$ cat config.mk
export PLATFORM = sky130hd
export DESIGN_NAME = dmc_counters
export DESIGN_NICKNAME = d
export VERILOG_FILES = /design/src/hdl/dmc_pkg.sv /design/src/hdl/dmc_counters.sv
export SDC_FILE = /design/constraint.sdc
export NUM_CORES = 1
export LEC_CHECK = 0
export BUFFER_PORTS_ARGS = -buffer_cell sky130_fd_sc_hd__buf_4
export CORE_UTILIZATION = 40
export CTS_CLUSTER_DIAMETER = 120
export DETAILED_ROUTE_END_ITERATION = 10
export HOLD_SLACK_MARGIN = 0.02
export PLACE_DENSITY = 0.68
export SYNTH_ARGS = -nofsm -noshare
export SYNTH_HDL_FRONTEND = slang
export SYNTH_SLANG_ARGS = --single-unit
$ cat constraint.sdc
create_clock -name clk -period 2.6 [get_ports clk]
set_input_delay 0.52 -clock clk [delete_from_list [all_inputs] [get_ports clk]]
set_output_delay 0.52 -clock clk [all_outputs]
set_load 0.05 [all_outputs]
$ cat src/hdl/dmc_pkg.sv
// Shared types and constants for the direct-mapped write-through cache.
`timescale 1ns / 1ps

package dmc_pkg;

  localparam int AddrWidthDefault  = 32;
  localparam int IndexBitsDefault  = 6;
  localparam int OffsetBitsDefault = 3;

  localparam int CountW     = 32;
  localparam int InAddrW    = 32;
  localparam int ByteW      = 8;
  localparam int InLineW    = 64;
  localparam int InDataW    = 104;
  localparam int OutDataW   = 112;

  typedef enum logic [0:0] {
    ACT_LOAD  = 1'b0,
    ACT_STORE = 1'b1
  } action_t;

  typedef struct packed {
    logic fire;
    logic hit;
    logic evict;
  } dmc_event_t;

  typedef struct packed {
    logic [CountW-1:0] hit_total;
    logic [CountW-1:0] miss_total;
    logic [CountW-1:0] eviction_total;
  } dmc_totals_t;

endpackage

$ cat src/hdl/dmc_counters.sv
// Saturating hit, miss and eviction counters of the cache.
`timescale 1ns / 1ps

module dmc_counters (
  input  logic                 clk,
  input  logic                 rst,
  input  dmc_pkg::dmc_event_t  ev,
  output dmc_pkg::dmc_totals_t totals_next
);
  import dmc_pkg::*;

  logic [CountW-1:0] hit_count;
  logic [CountW-1:0] miss_count;
  logic [CountW-1:0] evict_count;

  function automatic logic [CountW-1:0] sat_inc(input logic [CountW-1:0] c);
    sat_inc = (c == '1) ? c : c + CountW'(1);
  endfunction

  always_comb begin
    totals_next.hit_total      = (ev.fire && ev.hit) ? sat_inc(hit_count) : hit_count;
    totals_next.miss_total     = (ev.fire && !ev.hit) ? sat_inc(miss_count) : miss_count;
    totals_next.eviction_total = (ev.fire && ev.evict) ? sat_inc(evict_count) : evict_count;
  end

  always_ff @(posedge clk) begin
    if (rst) begin
      hit_count   <= '0;
      miss_count  <= '0;
      evict_count <= '0;
    end else if (ev.fire) begin
      hit_count   <= totals_next.hit_total;
      miss_count  <= totals_next.miss_total;
      evict_count <= totals_next.eviction_total;
    end
  end

endmodule

==> summary.txt, run 1 <==
Global routing
  • Number of global-route vias before repair: 6,847
  • Initial antenna violation count: 0
  • Grt ovf: 0
  • Gr usage total: 28.0%
  • First-pass GRT wire length: 33,000 um
  • Largest net degree at the start of global routing: 49

Die
  • Die H: 122 um
  • CORE AREA: 14,000 um^2
  • Starting Density: 41.2%
  • Die width: 122 um
  • Row count: 43
  • Die ar.: 14,900 um^2
  • Io pins: 101

Synth
  • Post-synthesis cell type count: 52
  • Post-Syn Area: 5770 um^2
  • Syn avg cell area: 8.23 um^2
  • Post-synthesis sequential area ratio: 33.3%
  • Syn Inst Count: 701
  • Synth async-reset ratio: 0%
  • Top post-synthesis cells by area: dfxtp_1 (33%), mux2_2 (6.1%), nor2b_1 (6.0%), nand2_1 (5.0%), xor2_1 (4.9%)
  • Ys flop type: dfxtp_1
  • Top cell type's share of synthesized area: 33.3%
  • Synth area leader: dfxtp_1
  • Number of flops mapped to enable cells by yosys: 0
  • #FFs+latches synth: 96
  • Warnings, synthesis: 0
  • Syn Nets: 709

STA
  • Slew @ Worst Pin: 0.571 ns
  • Final hold violation count: 0
  • RSZ-0062 raised after global routing: true
  • Max Slew Vio Count: 0
  • Minimum clock period: 3.04 ns
  • Fmax: 329 MHz
  • Final Setup Violations: 92
  • Crit share post-route: 117%
  • Worst Skew: 0.0116 ns
  • Final WS setup: -0.436 ns
  • Final setup TNS: -19.00 ns
  • Max_slew headroom: 61.5%

Drt
  • First DRT Iteration DRCs: 464
  • Met3 routed WL: 1450 um
  • Total number of vias: 7,270
  • WL per Instance: 21.5 um
  • M1 WL: 9940 um
  • Top sig layer: met4
  • DRT Pass-1 Iters: 5
  • Drc violations: 0
  • WL final: 26,000 um
  • Routed met2 length: 13,500 um
  • Number of vias per cell: 6.01
  • Post-DRT Antenna Nets: 0

Cells and area
  • Number of diodes: 0
  • Layout cell share with drive strength beyond 1: 68.0%
  • Nets@finish: 1,033
  • Layout area overhead: 101%
  • FF+latch area: 2060 um^2
  • Fillers: 693
  • Non-filler cells, final: 1,210
  • Final core occ: 82.8%
  • Area of the multi-input gates: 5590 um^2

Power and ir drop
  • Switching Share: 24.6%
  • Sequential power share: 46.1%
  • Peak supply drop: 0.324 mV
  • Switching pwr: 779 uW
  • Leak Pwr: 0.00493 uW
  • Combinational Power Share: 6.0%
  • Int Pwr: 2390 uW
  • Clk pwr share: 47.9%
  • PwrDens: 274 nW/um^2

Clock tree
  • Clk pin slew, worst setup/hold paths: 0.08 ns
  • Deepest clock path buffer count: 2
  • Clock Tree Root: clkbuf_16
  • CTS tree: yes
  • Num Clock Sinks: 96
  • CTS buffer count: 9
  • Skew-Pair Late Insertion Delay: 0.37 ns
  • H-tree Lvls: 3

Setup path
  • Crit-path max FO: 5
  • WS Path Type: reg2out
  • Startpoint types: register
  • Crit end category: primary output
  • CP required: 2.08 ns
  • R2R Setup Slk: 0.27 ns
  • Arr. time, crit path: 2.52 ns

Placed design
  • IO buf count: 100
  • DP Cell Count: 1,065
  • Final GP Congestion: 0.860
  • Final HPWL DP: 12,200 um
  • Place WS: -0.123 ns

Hold path
  • Hold Path Class: reg2reg

Outcome
  • Failing checks: setup timing
  • Status: finished, violations left

Run
  • Max-Cap Viols: 0
[cell usage after synthesis (19+ instances only)]
master / n
xor2_1: 32
clkbuf_1: 19
nand2_1: 77
nor2_1: 56
nand4_1: 36
a21oi_1: 39
o21ai_0: 26
dfxtp_1: 96
mux2_2: 31
xnor2_1: 23
or3_1: 21
nand3_1: 30
nor2b_1: 55
[kinds of logic (layout without fill, tap and decap cells)]
kind of cell	count (synthesis)	after routing	synth area share, %
simple gates	373	373	37.3
compound gates	106	106	11.4
flops	96	96	33.3
xor+xnor	55	55	8.35
buf+inv	37	366	2.86
mux	31	31	6.05
fa+ha+maj	3	3	0.651
[layout make-up]
type | count | area share (%)
well taps | 180 | 1.94
repair buffers | 342 | 29.0
clock inverters | 5 | 0.691
flip-flops and latches | 96 | 17.7
multi-input cells | 568 | 48.2
inverters | 8 | 0.259
clock buffers | 11 | 2.10
[through the flow]
step,hold WS (ns),power (uW),area [um^2]
floorplan,0.471,1600,6280
global placement,0.485,1660,8020
detailed placement,0.502,1660,8020
CTS,0.504,3130,10300
global route,0.527,3230,11600
finish,0.511,3170,11600
[routing by layer]
layer	track usage (%)	vias to the layer above
met5	0	-
met4	15.0	0
met3	3.93	96
met2	49.6	362
met1	32.5	3611
li1	-	3201
[worst max-delay path: stages, from the launching register on]
cell and delay, ns:
dfxtp_2 0.37, ha_4 0.15, buf_6 0.09, nand4_1 0.15, nor4_4 0.31, nand4_1 0.31
or4_1 0.51, nand2_1 0.11, buf_6 0.16
[flip-flops by register name, indices dropped and copies added, names as in the netlist]
register and count:
miss_count 32, evict_count 32, hit_count 32
[worst paths after layout]
check                    end  cells past startpoint           start
max reg2reg   miss_count[26]                      9   miss_count[0]
min           evict_count[9]                      2  evict_count[9]
min reg2reg   evict_count[9]                      2  evict_count[9]
max          totals_next[92]                      8    hit_count[1]
[cells in the final DEF (no fill, tap or decap), types with 8 or more instances in the layout]
cell / instances
nand2_4: 23
buf_8: 35
nand4_1: 36
nand2_2: 14
mux2_2: 31
xor2_4: 11
o31ai_2: 8
nand3_1: 18
dfxtp_4: 21
nor3_4: 9
and4_4: 13
o21ai_0: 9
buf_6: 98
nor2_1: 42
a21oi_1: 37
buf_12: 10
xor2_2: 18
xnor2_2: 16
nor4_4: 13
dfxtp_1: 31
o21ai_2: 8
or4_4: 12
dfxtp_2: 44
or3_4: 17
nor2_2: 9
nand2_1: 39
buf_4: 197
nor2b_1: 54
clkbuf_16: 9
[power by group through the flow]
stage	combinational (uW)	clock, uW	sequential (uW)
2_1_floorplan	89.7	0	1510
3_3_place_gp	143	0	1510
3_5_place_dp	146	0	1510
4_1_cts	161	1500	1470
5_1_grt	198	1570	1460
6_report	190	1520	1460
[repair_timing]
item	CTS	global route
endpoints found under the setup margin	94	95
gates cloned	4	0
setup buffers	79	59
hold buffers	0	0
pin swaps	112	118
resized for setup	358	199
(Power assumes the default switching activity.)
==> run 2, diff against run 1 <==
CORE_UTILIZATION = 55   (was 40)
PLACE_DENSITY = 0.84   (was 0.68)
clock period = 3.7 ns   (was 2.6 ns; I/O delays follow)
==> summary.txt, run 2 (synthesis gave the netlist of run 1 again) <==
Clock tree
  • Skew-Pair Late Insertion Delay: 0.38 ns (was 0.37 ns)
  • Clk pin slew, worst setup/hold paths: 0.09 ns (was 0.08 ns)
  • Clock Tree Root: clkbuf_8 (was clkbuf_16)
  • H-tree Lvls: 3 (unchanged)
  • Post-CTS Hold Buffers: 0 (unchanged)
  • Deepest clock path buffer count: 2 (unchanged)
  • CTS tree: yes (unchanged)
  • CTS buffer count: 9 (unchanged)
  • Num Clock Sinks: 96 (unchanged)
  • Post-CTS Setup Inserts: 0 (was 79)

STA
  • Max Slew Vio Count: 0 (unchanged)
  • Max_slew headroom: 25.8% (was 61.5%)
  • Final setup TNS: 0 ns (was -19.00 ns)
  • Crit share post-route: 95.9%
  • Final hold violation count: 0 (unchanged)
  • Fmax: 282 MHz
  • Worst Skew: 0.0110 ns (was 0.0116 ns)
  • RSZ-0062 raised after global routing: false (was true)
  • Final Setup Violations: 0 (was 92)
  • Final WS setup: 0.153 ns (was -0.436 ns)
  • Minimum clock period: 3.55 ns
  • Slew @ Worst Pin: 1.11 ns (was 0.571 ns)

Setup path
  • Slowest-stage cell, CP: nor4b_1 (was or4_1)
  • Crit-path max FO: 32 (was 5)
  • Worst R2R Path Depth: 6 (was 9)
  • Largest stage delay on the critical path: 0.54 ns (was 0.51 ns)
  • Crit end category: primary output (unchanged)
  • WS Path Type: reg2out (unchanged)
  • Most frequent cell on the critical path: and3_1
  • Startpoint types: register (unchanged)
  • Arr. time, crit path: 2.81 ns (was 2.52 ns)
  • Worst Path Buf+Inv: 1 (was 2)
  • Delay-heaviest family, CP: simple AND/OR/NAND/NOR gates (unchanged)
  • CP required: 2.96 ns (was 2.08 ns)
  • Worst-path cell chain: ha_1 -> and3_1 -> and3_1 -> and4_2 -> nor4b_1 -> xor2_1 -> buf_4 (was ha_4 -> buf_6 -> nand4_1 -> nor4_4 -> nand4_1 -> or4_1 -> nand2_1 -> buf_6)
  • WP depth: 7 (was 8)

Drt
  • DRT Pass-1 Iters: 5 (unchanged)
  • Number of vias per cell: 5.99 (was 6.01)
  • WL final: 14,000 um (was 26,000 um)
  • Total number of vias: 5,567 (was 7,270)
  • Drc violations: 0 (unchanged)
  • First DRT Iteration DRCs: 262 (was 464)
  • WL per Instance: 15.0 um (was 21.5 um)
  • Post-DRT Antenna Nets: 0 (unchanged)

Power and ir drop
  • Switching pwr: 430 uW (was 779 uW)
  • Int Pwr: 1440 uW (was 2390 uW)
  • Switching Share: 22.9% (was 24.6%)
  • Peak supply drop: 0.232 mV (was 0.324 mV)
  • PwrDens: 275 nW/um^2 (was 274 nW/um^2)
  • Sequential power share: 55.4% (was 46.1%)
  • Combinational Power Share: 4.7% (was 6.0%)
  • Leak Pwr: 0.00297 uW (was 0.00493 uW)
  • Clk pwr share: 39.9% (was 47.9%)

Global routing
  • First-pass GRT wire length: 22,900 um (was 33,000 um)
  • Largest net degree at the start of global routing: 113 (was 49)
  • Gr usage total: 25.7% (was 28.0%)
  • Grt ovf: 0 (unchanged)
  • Number of global-route vias before repair: 5,091 (was 6,847)
  • Initial antenna violation count: 0 (unchanged)

Placed design
  • Final GP Congestion: 0.853 (was 0.860)
  • IO buf count: 100 (unchanged)
  • Final HPWL DP: 9990 um (was 12,200 um)
  • Cell Area, Placed: 6600 um^2 (was 8020 um^2)
  • Place WS: 0.371 ns (was -0.123 ns)

Die
  • Io pins: 101 (unchanged)
  • Starting Density: 56.4% (was 41.2%)
  • Die width: 104 um (was 122 um)
  • CORE AREA: 10,200 um^2 (was 14,000 um^2)
  • Row count: 37 (was 43)
  • Die ar.: 10,900 um^2 (was 14,900 um^2)
  • Die H: 104 um (was 122 um)

Cells and area
  • Biggest regs: evict_count x32, hit_count x32, miss_count x32 (unchanged)
  • Most frequent cells in the layout: buf_4 (106), dfxtp_1 (96), nand2_1 (77) (was buf_4 (197), buf_6 (98), nor2b_1 (54))
  • Layout cell share with drive strength beyond 1: 21.5% (was 68.0%)
  • Commonest non-fill, non-tap cell in the layout: buf_4 (unchanged)
  • Nets@finish: 797 (was 1,033)
  • Design area: 6820 um^2 (was 11,600 um^2)
  • Final core occ: 66.7% (was 82.8%)
  • Layout area overhead: 18.2% (was 101%)
  • Number of diodes: 0 (unchanged)

Outcome
  • Status: complete, no violations (was finished, violations left)

Hold path
  • Hold depth: 2 (unchanged)
  • Hold Path Class: reg2reg (unchanged)

Run
  • Max-Cap Viols: 0 (unchanged)
## run 2: changes by cell type in the layout (fill, tap and decap cells not counted), sizes merged
cell	change
bufinv	-1
clkinvlp	-2
buf	-236
clkbuf	+3
## run 2: layer usage
layer / vias up / wire [um] / global-route usage [%]
met5: - / 0 / 0
met2: 146 / 6780 / 42.7
met3: 36 / 763 / 7.83
li1: 2732 / - / -
met4: 0 / 381 / 11.0
met1: 2653 / 6060 / 30.5
## run 2: repair_timing
item                                   CTS  global route
setup endpoints to repair               14             1
resized for setup                        1             1
endpoints found under the hold margin    0             0
gates cloned                             0             0
## run 2: layout make-up
type,count,area (um^2)
inverter,8,30.0
clock buffer,14,183
multi-input combinational,568,3680
tap,136,170
timing repair buffer,106,796
sequential,96,1920
clock inverter,2,35.0
fill,860,3410
## run 2: power by group through the flow
| stage | logic [uW] | registers [uW] | clock network (uW) |
|---|---|---|---|
| finish | 87.2 | 1040 | 748 |
| global placement | 83.9 | 1060 | 0 |
| detailed placement | 86.2 | 1060 | 0 |
| CTS | 86.5 | 1040 | 768 |
| floorplan | 61.2 | 1060 | 0 |
| global route | 94.7 | 1040 | 814 |
## run 2: worst paths after layout
path                                      from               to  slack [ns]
worst max-delay path              hit_count[0]  totals_next[68]        0.15
worst min-delay path            evict_count[9]   evict_count[9]        0.52
worst max register to register    hit_count[0]     hit_count[4]        1.17
worst min register to register  evict_count[9]   evict_count[9]        0.52
## run 2: worst reg2reg max path: stages, from the launching register on
cell and delay [ns]:
dfxtp_1 0.36, ha_1 0.25, and3_1 0.24, and3_1 0.21, and4_2 0.44, nor4b_1 0.54, mux2_2 0.40
## run 2: metrics by stage
| stage | std cells | total power, uW | hold slack [ns] |
|---|---|---|---|
| global route | 930 | 1950 | 0.543 |
| detailed placement | 914 | 1150 | 0.499 |
| global placement | 914 | 1150 | 0.480 |
| floorplan | 701 | 1120 | 0.471 |
| finish | 930 | 1870 | 0.517 |
| CTS | 930 | 1890 | 0.514 |
==> run 3, diff against run 2 <==
CORE_ASPECT_RATIO = 1.2   (was not set)
==> summary.txt, run 3 (synthesis gave the netlist of run 1 again) <==
Clock tree
  • Skew-Pair Late Insertion Delay: 0.35 ns (was 0.38 ns)
  • Clock Tree Root: clkbuf_16 (was clkbuf_8)
  • Deepest clock path buffer count: 2 (unchanged)
  • Num Clock Sinks: 96 (unchanged)
  • Post-CTS Setup Inserts: 0 (unchanged)
  • CTS buffer count: 9 (unchanged)
  • CTS tree: yes (unchanged)
  • Clk pin slew, worst setup/hold paths: 0.07 ns (was 0.09 ns)
  • H-tree Lvls: 3 (unchanged)

Power and ir drop
  • Peak supply drop: 0.244 mV (was 0.232 mV)
  • Switching Share: 22.5% (was 22.9%)
  • Clk pwr share: 46.9% (was 39.9%)
  • Leak Pwr: 0.00300 uW (was 0.00297 uW)
  • PwrDens: 307 nW/um^2 (was 275 nW/um^2)
  • Switching pwr: 479 uW (was 430 uW)
  • Total Power: 2120 uW (was 1870 uW)
  • Int Pwr: 1640 uW (was 1440 uW)
  • Sequential power share: 49.0% (was 55.4%)
  • Combinational Power Share: 4.1% (was 4.7%)

STA
  • Final WS setup: 0.160 ns (was 0.153 ns)
  • Slew @ Worst Pin: 1.16 ns (was 1.11 ns)
  • Minimum clock period: 3.54 ns (was 3.55 ns)
  • Final setup TNS: 0 ns (unchanged)
  • Crit share post-route: 95.7% (was 95.9%)
  • Final hold violation count: 0 (unchanged)
  • Final Setup Violations: 0 (unchanged)
  • Fmax: 283 MHz (was 282 MHz)
  • Worst Skew: 0.00523 ns (was 0.0110 ns)
  • Max_slew headroom: 22.5% (was 25.8%)
  • Max Slew Vio Count: 0 (unchanged)
  • Worst Hold Slack: 0.520 ns (was 0.517 ns)
  • RSZ-0062 raised after global routing: false (unchanged)

Setup path
  • Startpoint types: register (unchanged)
  • Worst Setup EP: totals_next[93] (was totals_next[68])
  • Slowest-stage cell, CP: or4_1 (was nor4b_1)
  • Worst Path Buf+Inv: 2 (was 1)
  • Delay-heaviest family, CP: simple AND/OR/NAND/NOR gates (unchanged)
  • Worst-path cell chain: ha_1 -> and3_1 -> and3_1 -> and4_2 -> buf_4 -> or4_1 -> nand2_1 -> buf_4 (was ha_1 -> and3_1 -> and3_1 -> and4_2 -> nor4b_1 -> xor2_1 -> buf_4)
  • R2R Setup Slk: 1.16 ns (was 1.17 ns)
  • Worst R2R Path Depth: 7 (was 6)
  • WP depth: 8 (was 7)
  • Crit Reg-Reg Startpoint: hit_count[0] (unchanged)
  • Crit path launch: hit_count[0] (unchanged)
  • Largest stage delay on the critical path: 0.54 ns (about the same)
  • Crit-path max FO: 21 (was 32)
  • Crit end category: primary output (unchanged)
  • CP required: 2.96 ns (about the same)
  • Arr. time, crit path: 2.80 ns (was 2.81 ns)
  • WS Path Type: reg2out (unchanged)
  • Reg2reg end: hit_count[11] (was hit_count[4])

Drt
  • Total number of vias: 5,609 (was 5,567)
  • First DRT Iteration DRCs: 308 (was 262)
  • Post-DRT Antenna Nets: 0 (unchanged)
  • Drc violations: 0 (unchanged)
  • DRT Pass-1 Iters: 5 (unchanged)
  • WL per Instance: 16.0 um (was 15.0 um)
  • WL final: 14,600 um (was 14,000 um)
  • Number of vias per cell: 6.12 (was 5.99)

Cells and area
  • Most frequent cells in the layout: buf_4 (104), dfxtp_1 (96), nand2_1 (77) (was buf_4 (106), dfxtp_1 (96), nand2_1 (77))
  • FF+latch area: 1920 um^2 (unchanged)
  • Nets@finish: 795 (was 797)
  • Layout cell share with drive strength beyond 1: 21.5% (about the same)
  • Biggest regs: evict_count x32, hit_count x32, miss_count x32 (unchanged)
  • Commonest non-fill, non-tap cell in the layout: buf_4 (unchanged)
  • Fillers: 829 (was 860)
  • Layout area overhead: 19.7% (was 18.2%)
  • Area of the multi-input gates: 3710 um^2 (was 3680 um^2)
  • Number of diodes: 0 (unchanged)

Global routing
  • First-pass GRT wire length: 23,500 um (was 22,900 um)
  • Gr usage total: 27.0% (was 25.7%)
  • Grt ovf: 0 (unchanged)
  • Number of global-route vias before repair: 5,262 (was 5,091)
  • Largest net degree at the start of global routing: 118 (was 113)
  • Initial antenna violation count: 0 (unchanged)

Die
  • Row count: 40 (was 37)
  • CORE AREA: 10,100 um^2 (was 10,200 um^2)
  • Starting Density: 57.1% (was 56.4%)
  • Die width: 95.5 um (was 104 um)
  • Die ar.: 10,900 um^2 (about the same)
  • Die H: 114 um (was 104 um)
  • Io pins: 101 (unchanged)

Placed design
  • Final GP Congestion: 0.938 (was 0.853)
  • Final HPWL DP: 10,200 um (was 9990 um)
  • Place WS: 0.380 ns (was 0.371 ns)
  • IO buf count: 100 (unchanged)

Run
  • Max-Cap Viols: 0 (unchanged)

Outcome
  • Status: complete, no violations (unchanged)

Hold path
  • Hold Path Class: reg2reg (unchanged)
## run 3: changes by cell type in the layout (fill, tap and decap cells not counted), sizes merged
cell      before  now
buf          106  104
clkbuf        14    9
clkinv         1    2
clkinvlp       0    2
bufinv         1    2
## run 3: tightest hold or removal path: stages, from the launching register on
cell and delay, ns:
dfxtp_1 0.32, o31ai_1 0.09, a21oi_1 0.07
## run 3: worst min-delay path by stage
stage / slack (ns) / endpoint / cells past startpoint / start
floorplan: 0.47 / miss_count[5] / 2 / miss_count[5]
global placement: 0.48 / miss_count[5] / 2 / miss_count[5]
detailed placement: 0.50 / miss_count[5] / 2 / miss_count[5]
CTS: 0.51 / miss_count[5] / 2 / miss_count[5]
global route: 0.54 / evict_count[8] / 2 / evict_count[8]
finish: 0.52 / miss_count[5] / 2 / miss_count[5]
## run 3: power groups by stage
stage,clock network [uW],logic (uW),registers (uW)
final,996,87.0,1040
after floorplan,0,61.2,1060
after global placement,0,82.6,1060
after global routing,1050,94.0,1040
after CTS,1000,86.6,1040
after detailed placement,0,85.6,1060
## run 3: final cells by class
| class | instances | share of cell area [%] |
|---|---|---|
| multi-input cells | 568 | 53.7 |
| repair buffers | 104 | 11.3 |
| well taps | 126 | 2.28 |
| clock buffers | 9 | 3.26 |
| flip-flops and latches | 96 | 27.8 |
| inverters | 8 | 0.435 |
| clock inverters | 6 | 1.23 |
## run 3: per-layer routing
metal | vias to the layer above | GRT usage (%) | share of wire [%]
met5 | - | 0 | 0
met4 | 0 | 11.8 | 2.4
met3 | 30 | 5.64 | 6.0
met2 | 212 | 47.8 | 51
met1 | 2635 | 30.9 | 41
li1 | 2732 | - | -
## run 3: repair_timing
item,CTS,global route
hold buffers,0,0
gates resized for setup,0,4
setup endpoints to repair,0,18
## run 3: through the flow
step / instance area [um^2] / util [%] / std cells
after detailed placement: 6570 / 65.0 / 902
after CTS: 6880 / 68.1 / 917
final: 6910 / 68.3 / 917
after floorplan: 5770 / - / 701
after global routing: 6910 / 68.3 / 917
after global placement: 6570 / 65.0 / 902
